`config.mk`:
```
export PLATFORM = sky130hd
export DESIGN_NAME = fifo_with_overflow_policy_core_flat
export DESIGN_NICKNAME = d
export VERILOG_FILES = /design/src/rtl/core/fwop_pkg.sv /design/src/rtl/core/fwop_if.sv /design/src/rtl/core/fwop_ram.sv /design/src/rtl/core/fwop_ctrl.sv /design/src/rtl/core/fifo_with_overflow_policy_core.sv /design/src/flat_wrapper.sv
export VERILOG_INCLUDE_DIRS = /design/src /design/src/rtl/core
export SDC_FILE = /design/constraint.sdc
export NUM_CORES = 2
export LEC_CHECK = 0
export ABC_CLOCK_PERIOD_IN_PS = 16600
export CAP_MARGIN = 15
export CORE_UTILIZATION = 57
export DETAILED_ROUTE_END_ITERATION = 12
export DONT_BUFFER_PORTS = 1
export MAX_ROUTING_LAYER = met4
export PLACE_DENSITY = 0.77
export SLEW_MARGIN = 20
export SYNTH_ARGS = -nofsm -noshare
export SYNTH_HDL_FRONTEND = slang
export SYNTH_SLANG_ARGS = --single-unit
```
`constraint.sdc`:
```
create_clock -name clk_i -period 16.6 [get_ports clk_i]
set_clock_uncertainty 0.2 [all_clocks]
set_input_delay 0.83 -clock clk_i [delete_from_list [all_inputs] [get_ports clk_i]]
set_output_delay 0.83 -clock clk_i [all_outputs]
set_load 0.05 [all_outputs]
```
`src/rtl/core/fifo_with_overflow_policy_core_assert.svh`:
```
// ----------------------------------------------------------------------------
// Assertion macros for the FIFO with overflow policy
// Shared property forms, clocked on clk_i and disabled during reset.
// ----------------------------------------------------------------------------
`ifndef FIFO_WITH_OVERFLOW_POLICY_CORE_ASSERT_SVH
`define FIFO_WITH_OVERFLOW_POLICY_CORE_ASSERT_SVH

// The consequent must hold in the same cycle as the antecedent.
`define FWOP_ASSERT_SAME(label, ante, cons) \
  label: assert property (@(posedge clk_i) disable iff (!rst_ni) (ante) |-> (cons)) \
    else $error("fwop assertion failed");

// The consequent must hold in the cycle after the antecedent.
`define FWOP_ASSERT_NEXT(label, ante, cons) \
  label: assert property (@(posedge clk_i) disable iff (!rst_ni) (ante) |=> (cons)) \
    else $error("fwop assertion failed");

`endif

```
`src/rtl/core/fwop_pkg.sv`:
```
// ----------------------------------------------------------------------------
// fwop_pkg
// Types, constants and codes shared by the FIFO with overflow policy.
// ----------------------------------------------------------------------------
package fwop_pkg;

  localparam int unsigned DEPTH   = 16;
  localparam int unsigned PTR_W   = (DEPTH > 1) ? $clog2(DEPTH) : 1;
  localparam int unsigned FILL_W  = $clog2(DEPTH + 1);
  localparam int unsigned DATA_W  = 32;
  localparam int unsigned STAMP_W = 64;
  localparam int unsigned SEQ_W   = 64;
  localparam int unsigned CNT_W   = 64;
  localparam int unsigned PEND_W  = 5;
  localparam int unsigned PADDR_W = 3;
  localparam int unsigned PDATA_W = 32;

  typedef enum logic [1:0] {
    MODE_PUSH  = 2'd0,
    MODE_POP   = 2'd1,
    MODE_CLOSE = 2'd2
  } mode_e;

  typedef enum logic [1:0] {
    POL_REJECT_NEW  = 2'd0,
    POL_DROP_NEWEST = 2'd1,
    POL_DROP_OLDEST = 2'd2,
    POL_KEEP_LATEST = 2'd3
  } policy_e;

  typedef enum logic [2:0] {
    ST_OK      = 3'd0,
    ST_FULL    = 3'd1,
    ST_DROPPED = 3'd2,
    ST_CLOSED  = 3'd3,
    ST_AGAIN   = 3'd4,
    ST_END     = 3'd5
  } status_e;

  localparam logic [PADDR_W-1:0] REG_POLICY = '0;

  typedef struct packed {
    logic [SEQ_W-1:0]   seq;
    logic [STAMP_W-1:0] stamp;
    logic [DATA_W-1:0]  data;
  } record_t;

  typedef struct packed {
    logic             en;
    logic             we;
    logic [PTR_W-1:0] addr;
    record_t          wdata;
  } ram_cmd_t;

  typedef struct packed {
    status_e           status;
    logic              pop_ok;
    logic [CNT_W-1:0]  dropped;
    logic [FILL_W-1:0] fill;
  } meta_t;

endpackage

```
`src/rtl/core/fwop_if.sv`:
```
// ----------------------------------------------------------------------------
// fwop_in_if / fwop_out_if
// Valid-ready channels carrying operations into and results out of the FIFO.
// ----------------------------------------------------------------------------
interface fwop_in_if;
  logic        valid;
  logic        ready;
  logic [1:0]  mode;
  logic [31:0] data_in;
  logic [63:0] timestamp_in;

  modport source (output valid, mode, data_in, timestamp_in, input ready);
  modport sink (input valid, mode, data_in, timestamp_in, output ready);
endinterface

interface fwop_out_if;
  logic        valid;
  logic        ready;
  logic [2:0]  status;
  logic [31:0] data_out;
  logic [63:0] timestamp_out;
  logic [63:0] sequence_out;
  logic [63:0] dropped_count;
  logic [4:0]  pending_count;

  modport source (output valid, status, data_out, timestamp_out, sequence_out,
                  dropped_count, pending_count, input ready);
  modport sink (input valid, status, data_out, timestamp_out, sequence_out,
                dropped_count, pending_count, output ready);
endinterface

```
`src/rtl/core/fwop_ram.sv`:
```
// ----------------------------------------------------------------------------
// fwop_ram
// Single-port synchronous RAM with a registered read.
// ----------------------------------------------------------------------------
module fwop_ram #(
  parameter int unsigned WIDTH  = 160,
  parameter int unsigned DEPTH  = 16,
  parameter int unsigned ADDR_W = (DEPTH > 1) ? $clog2(DEPTH) : 1
) (
  input  logic              clk_i,
  input  logic              en_i,
  input  logic              we_i,
  input  logic [ADDR_W-1:0] addr_i,
  input  logic [WIDTH-1:0]  wdata_i,
  output logic [WIDTH-1:0]  rdata_o
);

  logic [WIDTH-1:0] mem_q [DEPTH];
  logic [WIDTH-1:0] rdata_q;

  always_ff @(posedge clk_i) begin
    if (en_i && we_i) begin
      mem_q[addr_i] <= wdata_i;
    end
  end

  always_ff @(posedge clk_i) begin
    if (en_i && !we_i) begin
      rdata_q <= mem_q[addr_i];
    end
  end

  assign rdata_o = rdata_q;

endmodule

```
`src/rtl/core/fwop_ctrl.sv`:
```
// ----------------------------------------------------------------------------
// fwop_ctrl
// Pointer, fill, sequence and drop bookkeeping; issues the record store access.
// ----------------------------------------------------------------------------
module fwop_ctrl
  import fwop_pkg::*;
(
  input  logic                clk_i,
  input  logic                rst_ni,
  input  logic                accept_i,
  input  logic [1:0]          mode_i,
  input  logic [DATA_W-1:0]   data_i,
  input  logic [STAMP_W-1:0]  stamp_i,
  input  policy_e             policy_i,
  output ram_cmd_t            ram_cmd_o,
  output meta_t               meta_o
);

  logic [PTR_W-1:0]  head_q, head_d, tail_q, tail_d;
  logic [FILL_W-1:0] fill_q, fill_d;
  logic [SEQ_W-1:0]  seq_q, seq_d;
  logic [CNT_W-1:0]  drop_q, drop_d;
  logic              closed_q, closed_d;

  logic              clr;
  logic              full;
  logic [FILL_W-1:0] fill_mid;
  logic [PTR_W-1:0]  head_mid;
  logic [FILL_W-1:0] drop_inc;

  function automatic logic [PTR_W-1:0] advance(logic [PTR_W-1:0] p);
    return (p == PTR_W'(DEPTH - 1)) ? '0 : p + 1'b1;
  endfunction

  always_comb begin
    head_d   = head_q;
    tail_d   = tail_q;
    fill_d   = fill_q;
    seq_d    = seq_q;
    closed_d = closed_q;
    drop_inc = '0;

    clr      = (policy_i == POL_KEEP_LATEST) && (fill_q != '0);
    fill_mid = clr ? '0 : fill_q;
    head_mid = clr ? tail_q : head_q;
    full     = (fill_mid == FILL_W'(DEPTH));

    ram_cmd_o.en         = 1'b0;
    ram_cmd_o.we         = 1'b0;
    ram_cmd_o.addr       = head_q;
    ram_cmd_o.wdata.seq  = seq_q;
    ram_cmd_o.wdata.stamp = stamp_i;
    ram_cmd_o.wdata.data = data_i;

    meta_o.status = ST_OK;
    meta_o.pop_ok = 1'b0;

    unique case (mode_e'(mode_i))
      MODE_PUSH: begin
        if (closed_q) begin
          meta_o.status = ST_CLOSED;
        end else if (full && (policy_i == POL_REJECT_NEW)) begin
          meta_o.status = ST_FULL;
        end else if (full && (policy_i == POL_DROP_NEWEST)) begin
          meta_o.status = ST_DROPPED;
          drop_inc      = FILL_W'(1);
        end else begin
          head_d = head_mid;
          fill_d = fill_mid;
          if (clr) begin
            drop_inc = fill_q;
          end
          if (full) begin
            head_d   = advance(head_mid);
            fill_d   = fill_mid - 1'b1;
            drop_inc = FILL_W'(1);
          end
          ram_cmd_o.en   = accept_i;
          ram_cmd_o.we   = 1'b1;
          ram_cmd_o.addr = tail_q;
          tail_d         = advance(tail_q);
          fill_d         = fill_d + 1'b1;
          seq_d          = seq_q + 1'b1;
          meta_o.status  = (clr || full) ? ST_DROPPED : ST_OK;
        end
      end
      MODE_POP: begin
        if (fill_q == '0) begin
          meta_o.status = closed_q ? ST_END : ST_AGAIN;
        end else begin
          ram_cmd_o.en  = accept_i;
          head_d        = advance(head_q);
          fill_d        = fill_q - 1'b1;
          meta_o.pop_ok = 1'b1;
        end
      end
      MODE_CLOSE: begin
        closed_d = 1'b1;
      end
      default: begin
      end
    endcase

    drop_d         = drop_q + CNT_W'(drop_inc);
    meta_o.dropped = drop_d;
    meta_o.fill    = fill_d;
  end

  always_ff @(posedge clk_i or negedge rst_ni) begin
    if (!rst_ni) begin
      head_q   <= '0;
      tail_q   <= '0;
      fill_q   <= '0;
      seq_q    <= '0;
      drop_q   <= '0;
      closed_q <= 1'b0;
    end else if (accept_i) begin
      head_q   <= head_d;
      tail_q   <= tail_d;
      fill_q   <= fill_d;
      seq_q    <= seq_d;
      drop_q   <= drop_d;
      closed_q <= closed_d;
    end
  end

endmodule

```
`src/rtl/core/fifo_with_overflow_policy_core.sv`:
```
// ----------------------------------------------------------------------------
// fifo_with_overflow_policy_core
// FIFO of timestamped, sequence-numbered records with an overflow policy.
// ----------------------------------------------------------------------------
// Operations arrive on the in_if channel (push, pop or close) and each one
// produces exactly one result transfer on out_if, in order. The overflow
// policy register sits at APB byte address 0; the user must write it only
// while idle (the block does not enforce this). An operation is decoded in
// the cycle it is accepted: pointers and counters update at once, and the
// record store is written for a push or read for a pop. The store has one
// port with a registered read; a result waits in the decode stage (meta_q
// and the read register) until the output register is free, then leaves
// when the receiver takes it. While the receiver takes results, one
// operation is accepted every cycle; the single store port sets that figure.
// When the receiver stalls, at most one further operation is accepted and
// waits in the decode stage, then in_if.ready drops until the output
// register frees. Reset empties the FIFO, opens the input and clears the
// sequence and drop counters; store contents are not cleared by any pass.
// ----------------------------------------------------------------------------
module fifo_with_overflow_policy_core
  import fwop_pkg::*;
(
  input  logic               clk_i,
  input  logic               rst_ni,
  input  logic               psel,
  input  logic               penable,
  input  logic               pwrite,
  input  logic [PADDR_W-1:0] paddr,
  input  logic [PDATA_W-1:0] pwdata,
  output logic [PDATA_W-1:0] prdata,
  output logic               pready,
  fwop_in_if.sink            in_if,
  fwop_out_if.source         out_if
);

  `include "fifo_with_overflow_policy_core_assert.svh"

  policy_e  policy_q;
  logic     accept;
  logic     load;
  logic     pend_q;
  meta_t    meta;
  meta_t    meta_q;
  ram_cmd_t ram_cmd;
  record_t  rdata;
  logic     out_valid_q;
  meta_t    out_meta_q;
  record_t  out_rec_q;

  assign pready = 1'b1;
  assign prdata = (paddr == REG_POLICY) ? PDATA_W'(policy_q) : '0;

  always_ff @(posedge clk_i or negedge rst_ni) begin
    if (!rst_ni) begin
      policy_q <= POL_REJECT_NEW;
    end else if (psel && penable && pwrite && (paddr == REG_POLICY)) begin
      policy_q <= policy_e'(pwdata[1:0]);
    end
  end

  assign load        = pend_q && (!out_valid_q || out_if.ready);
  assign in_if.ready = !pend_q || load;
  assign accept      = in_if.valid && in_if.ready;

  fwop_ctrl u_ctrl (
    .clk_i    (clk_i),
    .rst_ni   (rst_ni),
    .accept_i (accept),
    .mode_i   (in_if.mode),
    .data_i   (in_if.data_in),
    .stamp_i  (in_if.timestamp_in),
    .policy_i (policy_q),
    .ram_cmd_o(ram_cmd),
    .meta_o   (meta)
  );

  fwop_ram #(
    .WIDTH($bits(record_t)),
    .DEPTH(DEPTH)
  ) u_ram (
    .clk_i  (clk_i),
    .en_i   (ram_cmd.en),
    .we_i   (ram_cmd.we),
    .addr_i (ram_cmd.addr),
    .wdata_i(ram_cmd.wdata),
    .rdata_o(rdata)
  );

  always_ff @(posedge clk_i or negedge rst_ni) begin
    if (!rst_ni) begin
      pend_q <= 1'b0;
    end else if (accept) begin
      pend_q <= 1'b1;
    end else if (load) begin
      pend_q <= 1'b0;
    end
  end

  always_ff @(posedge clk_i) begin
    if (accept) begin
      meta_q <= meta;
    end
  end

  always_ff @(posedge clk_i or negedge rst_ni) begin
    if (!rst_ni) begin
      out_valid_q <= 1'b0;
    end else if (load) begin
      out_valid_q <= 1'b1;
    end else if (out_if.ready) begin
      out_valid_q <= 1'b0;
    end
  end

  always_ff @(posedge clk_i) begin
    if (load) begin
      out_meta_q <= meta_q;
      out_rec_q  <= meta_q.pop_ok ? rdata : '0;
    end
  end

  assign out_if.valid         = out_valid_q;
  assign out_if.status        = out_meta_q.status;
  assign out_if.data_out      = out_rec_q.data;
  assign out_if.timestamp_out = out_rec_q.stamp;
  assign out_if.sequence_out  = out_rec_q.seq;
  assign out_if.dropped_count = out_meta_q.dropped;
  assign out_if.pending_count = PEND_W'(out_meta_q.fill);

  `FWOP_ASSERT_NEXT(a_accept_pends, accept, pend_q)
  `FWOP_ASSERT_NEXT(a_stall_holds, pend_q && out_valid_q && !out_if.ready, pend_q)
  `FWOP_ASSERT_SAME(a_empty_status,
    out_if.valid && (out_if.status == ST_AGAIN || out_if.status == ST_END),
    out_if.pending_count == '0)
  `FWOP_ASSERT_SAME(a_full_status, out_if.valid && (out_if.status == ST_FULL),
    out_if.pending_count == PEND_W'(DEPTH))

endmodule

```
`src/flat_wrapper.sv`:
```
// flat-port wrapper written by rule: the top's interface ports become plain ports
module fifo_with_overflow_policy_core_flat import fwop_pkg::*;
  (clk_i, rst_ni, psel, penable, pwrite, paddr, pwdata, prdata, pready, in_if_valid, in_if_mode, in_if_data_in, in_if_timestamp_in, in_if_ready, out_if_valid, out_if_status, out_if_data_out, out_if_timestamp_out, out_if_sequence_out, out_if_dropped_count, out_if_pending_count, out_if_ready);
  fwop_in_if in_if_i ();
  fwop_out_if out_if_i ();
  input  logic clk_i;
  input  logic rst_ni;
  input  logic psel;
  input  logic penable;
  input  logic pwrite;
  input  logic [PADDR_W-1:0] paddr;
  input  logic [PDATA_W-1:0] pwdata;
  output logic [PDATA_W-1:0] prdata;
  output logic pready;
  input wire logic [$bits(in_if_i.valid)-1:0] in_if_valid;
  input wire logic [$bits(in_if_i.mode)-1:0] in_if_mode;
  input wire logic [$bits(in_if_i.data_in)-1:0] in_if_data_in;
  input wire logic [$bits(in_if_i.timestamp_in)-1:0] in_if_timestamp_in;
  output wire logic [$bits(in_if_i.ready)-1:0] in_if_ready;
  output wire logic [$bits(out_if_i.valid)-1:0] out_if_valid;
  output wire logic [$bits(out_if_i.status)-1:0] out_if_status;
  output wire logic [$bits(out_if_i.data_out)-1:0] out_if_data_out;
  output wire logic [$bits(out_if_i.timestamp_out)-1:0] out_if_timestamp_out;
  output wire logic [$bits(out_if_i.sequence_out)-1:0] out_if_sequence_out;
  output wire logic [$bits(out_if_i.dropped_count)-1:0] out_if_dropped_count;
  output wire logic [$bits(out_if_i.pending_count)-1:0] out_if_pending_count;
  input wire logic [$bits(out_if_i.ready)-1:0] out_if_ready;
  assign in_if_i.valid = in_if_valid;
  assign in_if_i.mode = in_if_mode;
  assign in_if_i.data_in = in_if_data_in;
  assign in_if_i.timestamp_in = in_if_timestamp_in;
  assign in_if_ready = in_if_i.ready;
  assign out_if_valid = out_if_i.valid;
  assign out_if_status = out_if_i.status;
  assign out_if_data_out = out_if_i.data_out;
  assign out_if_timestamp_out = out_if_i.timestamp_out;
  assign out_if_sequence_out = out_if_i.sequence_out;
  assign out_if_dropped_count = out_if_i.dropped_count;
  assign out_if_pending_count = out_if_i.pending_count;
  assign out_if_i.ready = out_if_ready;
  fifo_with_overflow_policy_core u_core (.clk_i(clk_i), .rst_ni(rst_ni), .psel(psel), .penable(penable), .pwrite(pwrite), .paddr(paddr), .pwdata(pwdata), .prdata(prdata), .pready(pready), .in_if(in_if_i), .out_if(out_if_i));
endmodule
```
# Word level (Yosys, flattened, before mapping)
# Memories as Yosys holds them, arrays and structs flattened. A register that Yosys moved wholly into a read port is not among the register bits.
# Index checks and enable logic that the tools add are counted.
dict set report totals {
  in_bits 140
  register_bits 451
  ram_bits 2560
  elab_cells 118
  out_inout_bits 267
  mem_count 1
}
# memory depth word_bits rd rd_clocked_by_memory_dff write_ports line
set memory_table {}
lappend memory_table {u_core.u_ram.mem_q 16 160 1 1 1 fwop_ram.sv:18} ;# logic [WIDTH-1:0] mem_q [DEPTH];
dict set report classes {
  mux 48
  n_eq_ne 12
  n_bitwise 3
  n_reduce_logical 27
  addsub 8
}
# operator n
set op_table {}
lappend op_table {{5-bit two-way mux} 17}
lappend op_table {{64-bit by 1-bit adder with 64-bit output, second input constant} 1}
lappend op_table {{64-bit by 5-bit adder with 64-bit output} 1}
lappend op_table {{4-bit two-way mux} 9}
lappend op_table {{6-bit two-way mux} 3}
lappend op_table {{4-bit by 1-bit adder with 4-bit output, second input constant} 3}
lappend op_table {{4-bit == test, second input constant} 3}
lappend op_table {{1-bit logical AND} 10}
lappend op_table {{2-bit two-way mux} 5}
lappend op_table {{5-bit one-hot mux with 2 select lines} 1}
lappend op_table {{5-bit by 1-bit subtractor with 5-bit output, second input constant} 2}
lappend op_table {{1-bit two-way mux} 9}
lappend op_table {{2-bit inequality test, second input constant} 4}
lappend op_table {{4-bit one-hot mux with 2 select lines} 1}
lappend op_table {{3-bit one-hot mux with 2 select lines} 1}
lappend op_table {{6-bit AND reduction} 1}
lappend op_table {{2-bit nonzero test} 3}
lappend op_table {{5-bit by 1-bit adder with 5-bit output, second input constant} 1}
lappend op_table {{5-bit == test, second input constant} 1}
lappend op_table {{5-bit logical NOT} 1}
lappend op_table {{5-bit AND reduction} 1}
lappend op_table {{5-bit nonzero test} 1}
lappend op_table {{2-bit by 1-bit == test with 1-bit output, second input constant} 2}
lappend op_table {{2-bit == test, second input constant} 2}
lappend op_table {{other kinds (8)} 15}

# Logic depth before layout (Yosys ltp)
dict set report depth {
  word_depth 14
  ltp_mapped 21
  mapped_depth_nobuf 18
}

# Hierarchy
# Synthesis repeated with hierarchy kept, for this count alone.
dict set report unflattened {
  hier_cells 5679
  hier_area_um2 120585.7
}
# mod cells_each area_each_um2 n_inst seq_area_each_um2
set by_module_without_submodules {}
lappend by_module_without_submodules {fwop_ram 4085 100287.4 1 81678.3}
lappend by_module_without_submodules {fifo_with_overflow_policy_core 531 10682.7 1 9258.9}
lappend by_module_without_submodules {fwop_ctrl 1063 9615.5 1 3553.4}

# Worst setup path after synthesis
# OpenSTA, ideal clock, no wires.
dict set report synth_timing {
  path_kind {reg2reg}
  start {register u_core.u_ctrl.fill_q[0]}
  end {memory u_core.u_ram.mem_q[8][0] (enable)}
  path_stages_with_launch 17
  setup_ns 0.875
  synth_period_minus_slack_ns 15.239
  t_required_ns 15.525
  n_path_buf 5
  slack_ns 1.361
  t_arrival_ns 14.164
  cell_sequence {dfrtp_1 > clkbuf_1 > inv_1 > ha_1 > or4b_2 > clkbuf_1 > nand2_1 > nand2_1 > ha_1 > nor4bb_1 > buf_2 > a21o_1 > buf_2 > nor2_1 > clkbuf_1 > nand2_1 > nor3_1}
}
dict set report synth_via {
  elab_chain_cells 12
  elab_cells_between_ends 16
  classes_between {eq/ne (1); mux (9); reduce/logical (6)}
}
# element line
set synth_rtl {}
lappend synth_rtl {{from (decl)} fwop_ctrl.sv:20} ;# logic [FILL_W-1:0] fill_q, fill_d;
lappend synth_rtl {{from (signal assigned)} fwop_ctrl.sv:120} ;# fill_q <= fill_d;
lappend synth_rtl {{5-bit nonzero test} fwop_ctrl.sv:43} ;# clr = (policy_i == POL_KEEP_LATEST) && (fill_q != '0);
lappend synth_rtl {{1-bit logical AND} fwop_ctrl.sv:43}
lappend synth_rtl {{5-bit two-way mux} fwop_ctrl.sv:44} ;# fill_mid = clr ? '0 : fill_q;
lappend synth_rtl {{5-bit == test} fwop_ctrl.sv:46} ;# full = (fill_mid == FILL_W'(DEPTH));
lappend synth_rtl {{1-bit logical AND} fwop_ctrl.sv:64} ;# end else if (full && (policy_i == POL_DROP_NEWEST)) begin
lappend synth_rtl {{6-bit two-way mux} fwop_ctrl.sv:64}
lappend synth_rtl {{6-bit two-way mux} fwop_ctrl.sv:62} ;# end else if (full && (policy_i == POL_REJECT_NEW)) begin
lappend synth_rtl {{6-bit two-way mux} fwop_ctrl.sv:60} ;# if (closed_q) begin
lappend synth_rtl {{1-bit one-hot mux with 2 select lines or 5-bit two-way mux (tied branches)} fwop_ctrl.sv:58} ;# unique case (mode_e'(mode_i))
lappend synth_rtl {{1-bit logical AND} fwop_ram.sv:22} ;# if (en_i && we_i) begin
lappend synth_rtl {{1-bit two-way mux} fwop_ram.sv:22}
lappend synth_rtl {{1-bit two-way mux (not written as such)} fwop_ram.sv:23} ;# mem_q[addr_i] <= wdata_i;
lappend synth_rtl {{to (decl)} fwop_ram.sv:18}
# Parallel ways exist; a longest one is shown, timed or not.

# Worst setup path in the final report
dict set report layout_timing {
  start {register u_core.u_ctrl.fill_q[0]}
  end {register u_core.u_ram.rdata_q[5] (netlist: u_core.u_ram.rdata_o[5]) (read register of u_core.u_ram.mem_q), data pin}
}
dict set report layout_via {
  elab_chain_cells 11
  elab_cells_between_ends 15
  classes_between {eq/ne (1); mux (7); reduce/logical (7)}
}
# element line
set layout_rtl {}
lappend layout_rtl {{5-bit nonzero test} fwop_ctrl.sv:43}
lappend layout_rtl {{1-bit logical AND} fwop_ctrl.sv:43}
lappend layout_rtl {{5-bit two-way mux} fwop_ctrl.sv:44}
lappend layout_rtl {{5-bit == test} fwop_ctrl.sv:46}
lappend layout_rtl {{1-bit logical AND} fwop_ctrl.sv:64}
lappend layout_rtl {{6-bit two-way mux} fwop_ctrl.sv:64}
lappend layout_rtl {{6-bit two-way mux} fwop_ctrl.sv:62}
lappend layout_rtl {{6-bit two-way mux} fwop_ctrl.sv:60}
lappend layout_rtl {{5-bit two-way mux} fwop_ctrl.sv:58}
lappend layout_rtl {{1-bit logical NOT} fwop_ram.sv:28} ;# if (en_i && !we_i) begin
lappend layout_rtl {{1-bit logical AND} fwop_ram.sv:28}
lappend layout_rtl {{to (decl)} fwop_ram.sv:19} ;# logic [WIDTH-1:0] rdata_q;
# Parallel ways exist; a longest one is shown, timed or not.
# A chain may end at the register's enable or synchronous reset.

==> run summary <==
status = finished clean
initial core utilization = 57.31%
clk sinks = 3171
depth of the CTS H-tree = 5
Tot GR Track Use = 26.71%
post-CTS setup buffers = 0
Synth Instances = 6570
Net Sw Frac = 25.30%
top post-synthesis cells by area = edfxtp_1 (76%), mux2i_1 (11%), o22ai_1 (3.3%)
hpwl dp = 133000 um
most used cell, CP = buf_4
unrepaired setup endpoints after global routing = false
DRT iter0 DRCs = 7423
area leader, netlist = edfxtp_1
Place WS = 8.094 ns
worst setup margin = 8.019 ns
GRT overflow = 0
relative slew slack = 19.69%
Worst Tran Pin Value = 1.201 ns
final-report max-slew violation count = 0
Logic pwr share = 15.2%
sequential-to-total area share from yosys stat = 78.68%
final setup vio count = 0
ys flop type = edfxtp_1
DRT Wirelength = 279300 um
arrival time worst endpoint = 9.04 ns
Tcrit/Tclk final = 51.69%
ys async rst share = 4.604%
Max VDD drop = 0.0001265 V
f_max = 116.5 MHz
Hold Buf Count CTS = 107
CP bufs+invs = 6
Yosys top cell area share = 75.63%
vias in the first global route = 61340
Max stage delay on crit path = 0.94 ns
P per Cell Area = 142.1 mW/mm^2
TritonCTS buffer count = 323
Die Y = 461.0 um
Slowest-stage cell, CP = buf_4
Internal = 0.01431 W
layout cells sized above 1 = 8.623%
gpl congestion = 0.8695
fin crit period = 8.581 ns
clk_lat worst skew = 0.92 ns
leakage power = 45.97 nW
Final nets = 6929
final hold viol count = 0
worst hold slack = 0.07555 ns
Synth cell types = 63
synthesized area per cell = 18.28 sq um
NetSw = 0.004844 W
Root Buffer = clkbuf_16
first drt pass iteration count = 6
required time of the critical path = 17.06 ns
Residual DRC = 0
CTS tree = built
vias per cell = 6.324
critical path class = reg -> reg
Max-Cap Viols = 0
r2r setup slk = 8.02 ns
die area = 0.2125 sq mm
Via Count = 62270
Crit. End Element = register
Fill cells = 13550
IO buf count = 0
Seq cells post-synth = 3171
Detail Route Antenna Nets = 0
Seq pwr share = 47.9%
Worst Path Max Fanout = 140
Layout area overhead = 12.20%
Post-synth EDFFs = 3025
Startpoint Class = register
Ys Warns = 0
Die Wd = 461.0 um
floorplan row count = 168
Max Buffers Root-to-Sink = 4
FF/Latch Area = 0.09449 sq mm
I/O pin count = 407
footprint of the multi-input gates = 0.02420 sq mm
Worst-path clk slew = 0.06 ns
WL/cell = 28.37 um
CTS resizes = 0
setup TNS = 0 ns
total power = 0.01915 W
final core utilization = 64.30%
first-pass GRT wire length = 402300 um
worst hold path type = in -> reg
worst-path cell chain = inv_1 > ha_1 > or4b_2 > nand2_1 > nand2_1 > ha_1 > nor4bb_1 > buf_4 > a21oi_4 > mux2i_4 > buf_4 > buf_4 > buf_12 > buf_4 > mux2i_1 > o22ai_1 > or4_1
largest net degree at the start of global routing = 154
Post-Synthesis Cell Area = 0.1201 sq mm
clock share of power = 36.9%
Core ar. = 0.2096 sq mm
CP delay by family, top = buffers and inverters
number of antenna violations at the first check in global routing = 28
==> cells by family (layout without fill, tap and decap cells) <==
kind of cell	after synthesis	after routing	synth area share (%)
flops	3171	3171	78.68
mux	1290	1290	10.76
simple gates	796	796	3.820
compound gates	722	722	3.808
buf+inv	389	806	1.430
xor+xnor	188	188	1.371
fa+ha+maj	12	12	0.1313
other cells	2	56	0.006253
==> power groups by stage <==
stage / logic (W) / registers, W / clock network, W
final: 0.00291 / 0.00917 / 0.00707
after global routing: 0.00307 / 0.00918 / 0.00747
after CTS: 0.00289 / 0.00917 / 0.00715
after detailed placement: 0.00279 / 0.00934 / 0
after global placement: 0.00274 / 0.00934 / 0
after floorplan: 0.00219 / 0.00931 / 0
==> cells in the mapped netlist, types with 3 or more instances <==
cell      count
edfxtp_1   3025
mux2i_1    1284
o22ai_1     641
and2_1      180
clkbuf_1    180
or4_1       161
dfrtp_1     146
nand2_1     124
xnor2_1     106
buf_2       101
nor2_1      100
xor2_1       82
buf_1        53
nand3_1      51
nand4_1      47
nor3_1       47
buf_4        35
and3_1       24
inv_1        20
a21oi_1      18
o21ai_0      18
and4_1       15
ha_1         11
nand2b_1     11
or3_1         8
a31oi_1       7
mux2_2        6
nor4_1        6
o31ai_1       6
a21o_1        5
nor2b_1       5
nor4b_1       4
a22oi_1       3
o211ai_1      3
==> per-layer routing <==
layer / GRT usage, % / part of all wire, % / up-vias
met1: 35.07 / 39 / 31880
met5: - / 0 / -
met4: 9.328 / 3.2 / 0
met2: 42.69 / 49 / 3268
met3: 4.254 / 8.5 / 547
li1: - / - / 26570
==> registers in the layout, indices dropped and copies added (netlist names), 4 cells and up <==
signal,count
u_core.out_if.data_out,32
u_core.u_ctrl.tail_q,4
u_core.meta_q,73
u_core.u_ctrl.head_q,4
u_core.u_ram.rdata_o,160
u_core.u_ctrl.fill_q,5
u_core.u_ctrl.seq_q,64
u_core.out_if.timestamp_out,64
u_core.u_ram.mem_q,2560
u_core.out_if.sequence_out,64
u_core.out_if.dropped_count,64
u_core.out_if.pending_count,5
u_core.u_ctrl.drop_q,64
==> final timing paths <==
| kind | startpoint | end | depth (start not counted) |
|---|---|---|---|
| worst max-delay path | u_core.u_ctrl.fill_q[0] | u_core.u_ram.rdata_o[5] | 17 |
| worst min-delay path | in_if_mode[0] | u_core.meta_q[3] | 2 |
| worst max register to register | u_core.u_ctrl.fill_q[0] | u_core.u_ram.rdata_o[5] | 17 |
| worst min register to register | u_core.meta_q[20] | u_core.out_if.dropped_count[15] | 0 |
| max in group asynchronous | rst_ni | u_core.u_ctrl.seq_q[44] | 2 |
| min in group asynchronous | rst_ni | u_core.u_ctrl.drop_q[17] | 2 |
==> layout make-up <==
class	count	share of cell area [%]
sequential	3171	70.12
multi-input combinational	3039	17.96
clock buffer	407	6.325
tap	2805	2.604
timing repair buffer	222	1.644
clock inverter	157	1.244
inverter	20	0.05664
antenna	25	0.04642
==> cells in the final DEF (no fill, tap or decap), types with 13 or more instances in the layout <==
cell and count:
clkinv_1 42, and2_1 179, clkinvlp_4 19, nand4_1 47
o22ai_1 641, dlygate4sd3_1 106, xnor2_1 106, clkbuf_16 327
bufinv_16 33, diode_2 25, o21ai_0 18, and4_1 15
nor3_1 42, dfrtp_1 146, clkinv_2 53, nand2_1 124
conb_1 31, clkbuf_1 76, or4_1 161, edfxtp_1 3025
nor2_4 13, nor2_1 87, mux2i_1 1283, inv_1 19
and3_1 24, a21oi_1 17, buf_12 17, nand3_1 51
buf_4 94, xor2_1 82
==> metrics by stage <==
stage | cells | instance area [sq um]
final | 9846 | 134800
after floorplan | 6599 | 120200
after CTS | 9818 | 134600
after global routing | 9845 | 134800
after global placement | 9147 | 123300
after detailed placement | 9147 | 123300
No activity file was read; power rests on OpenSTA's default activity.
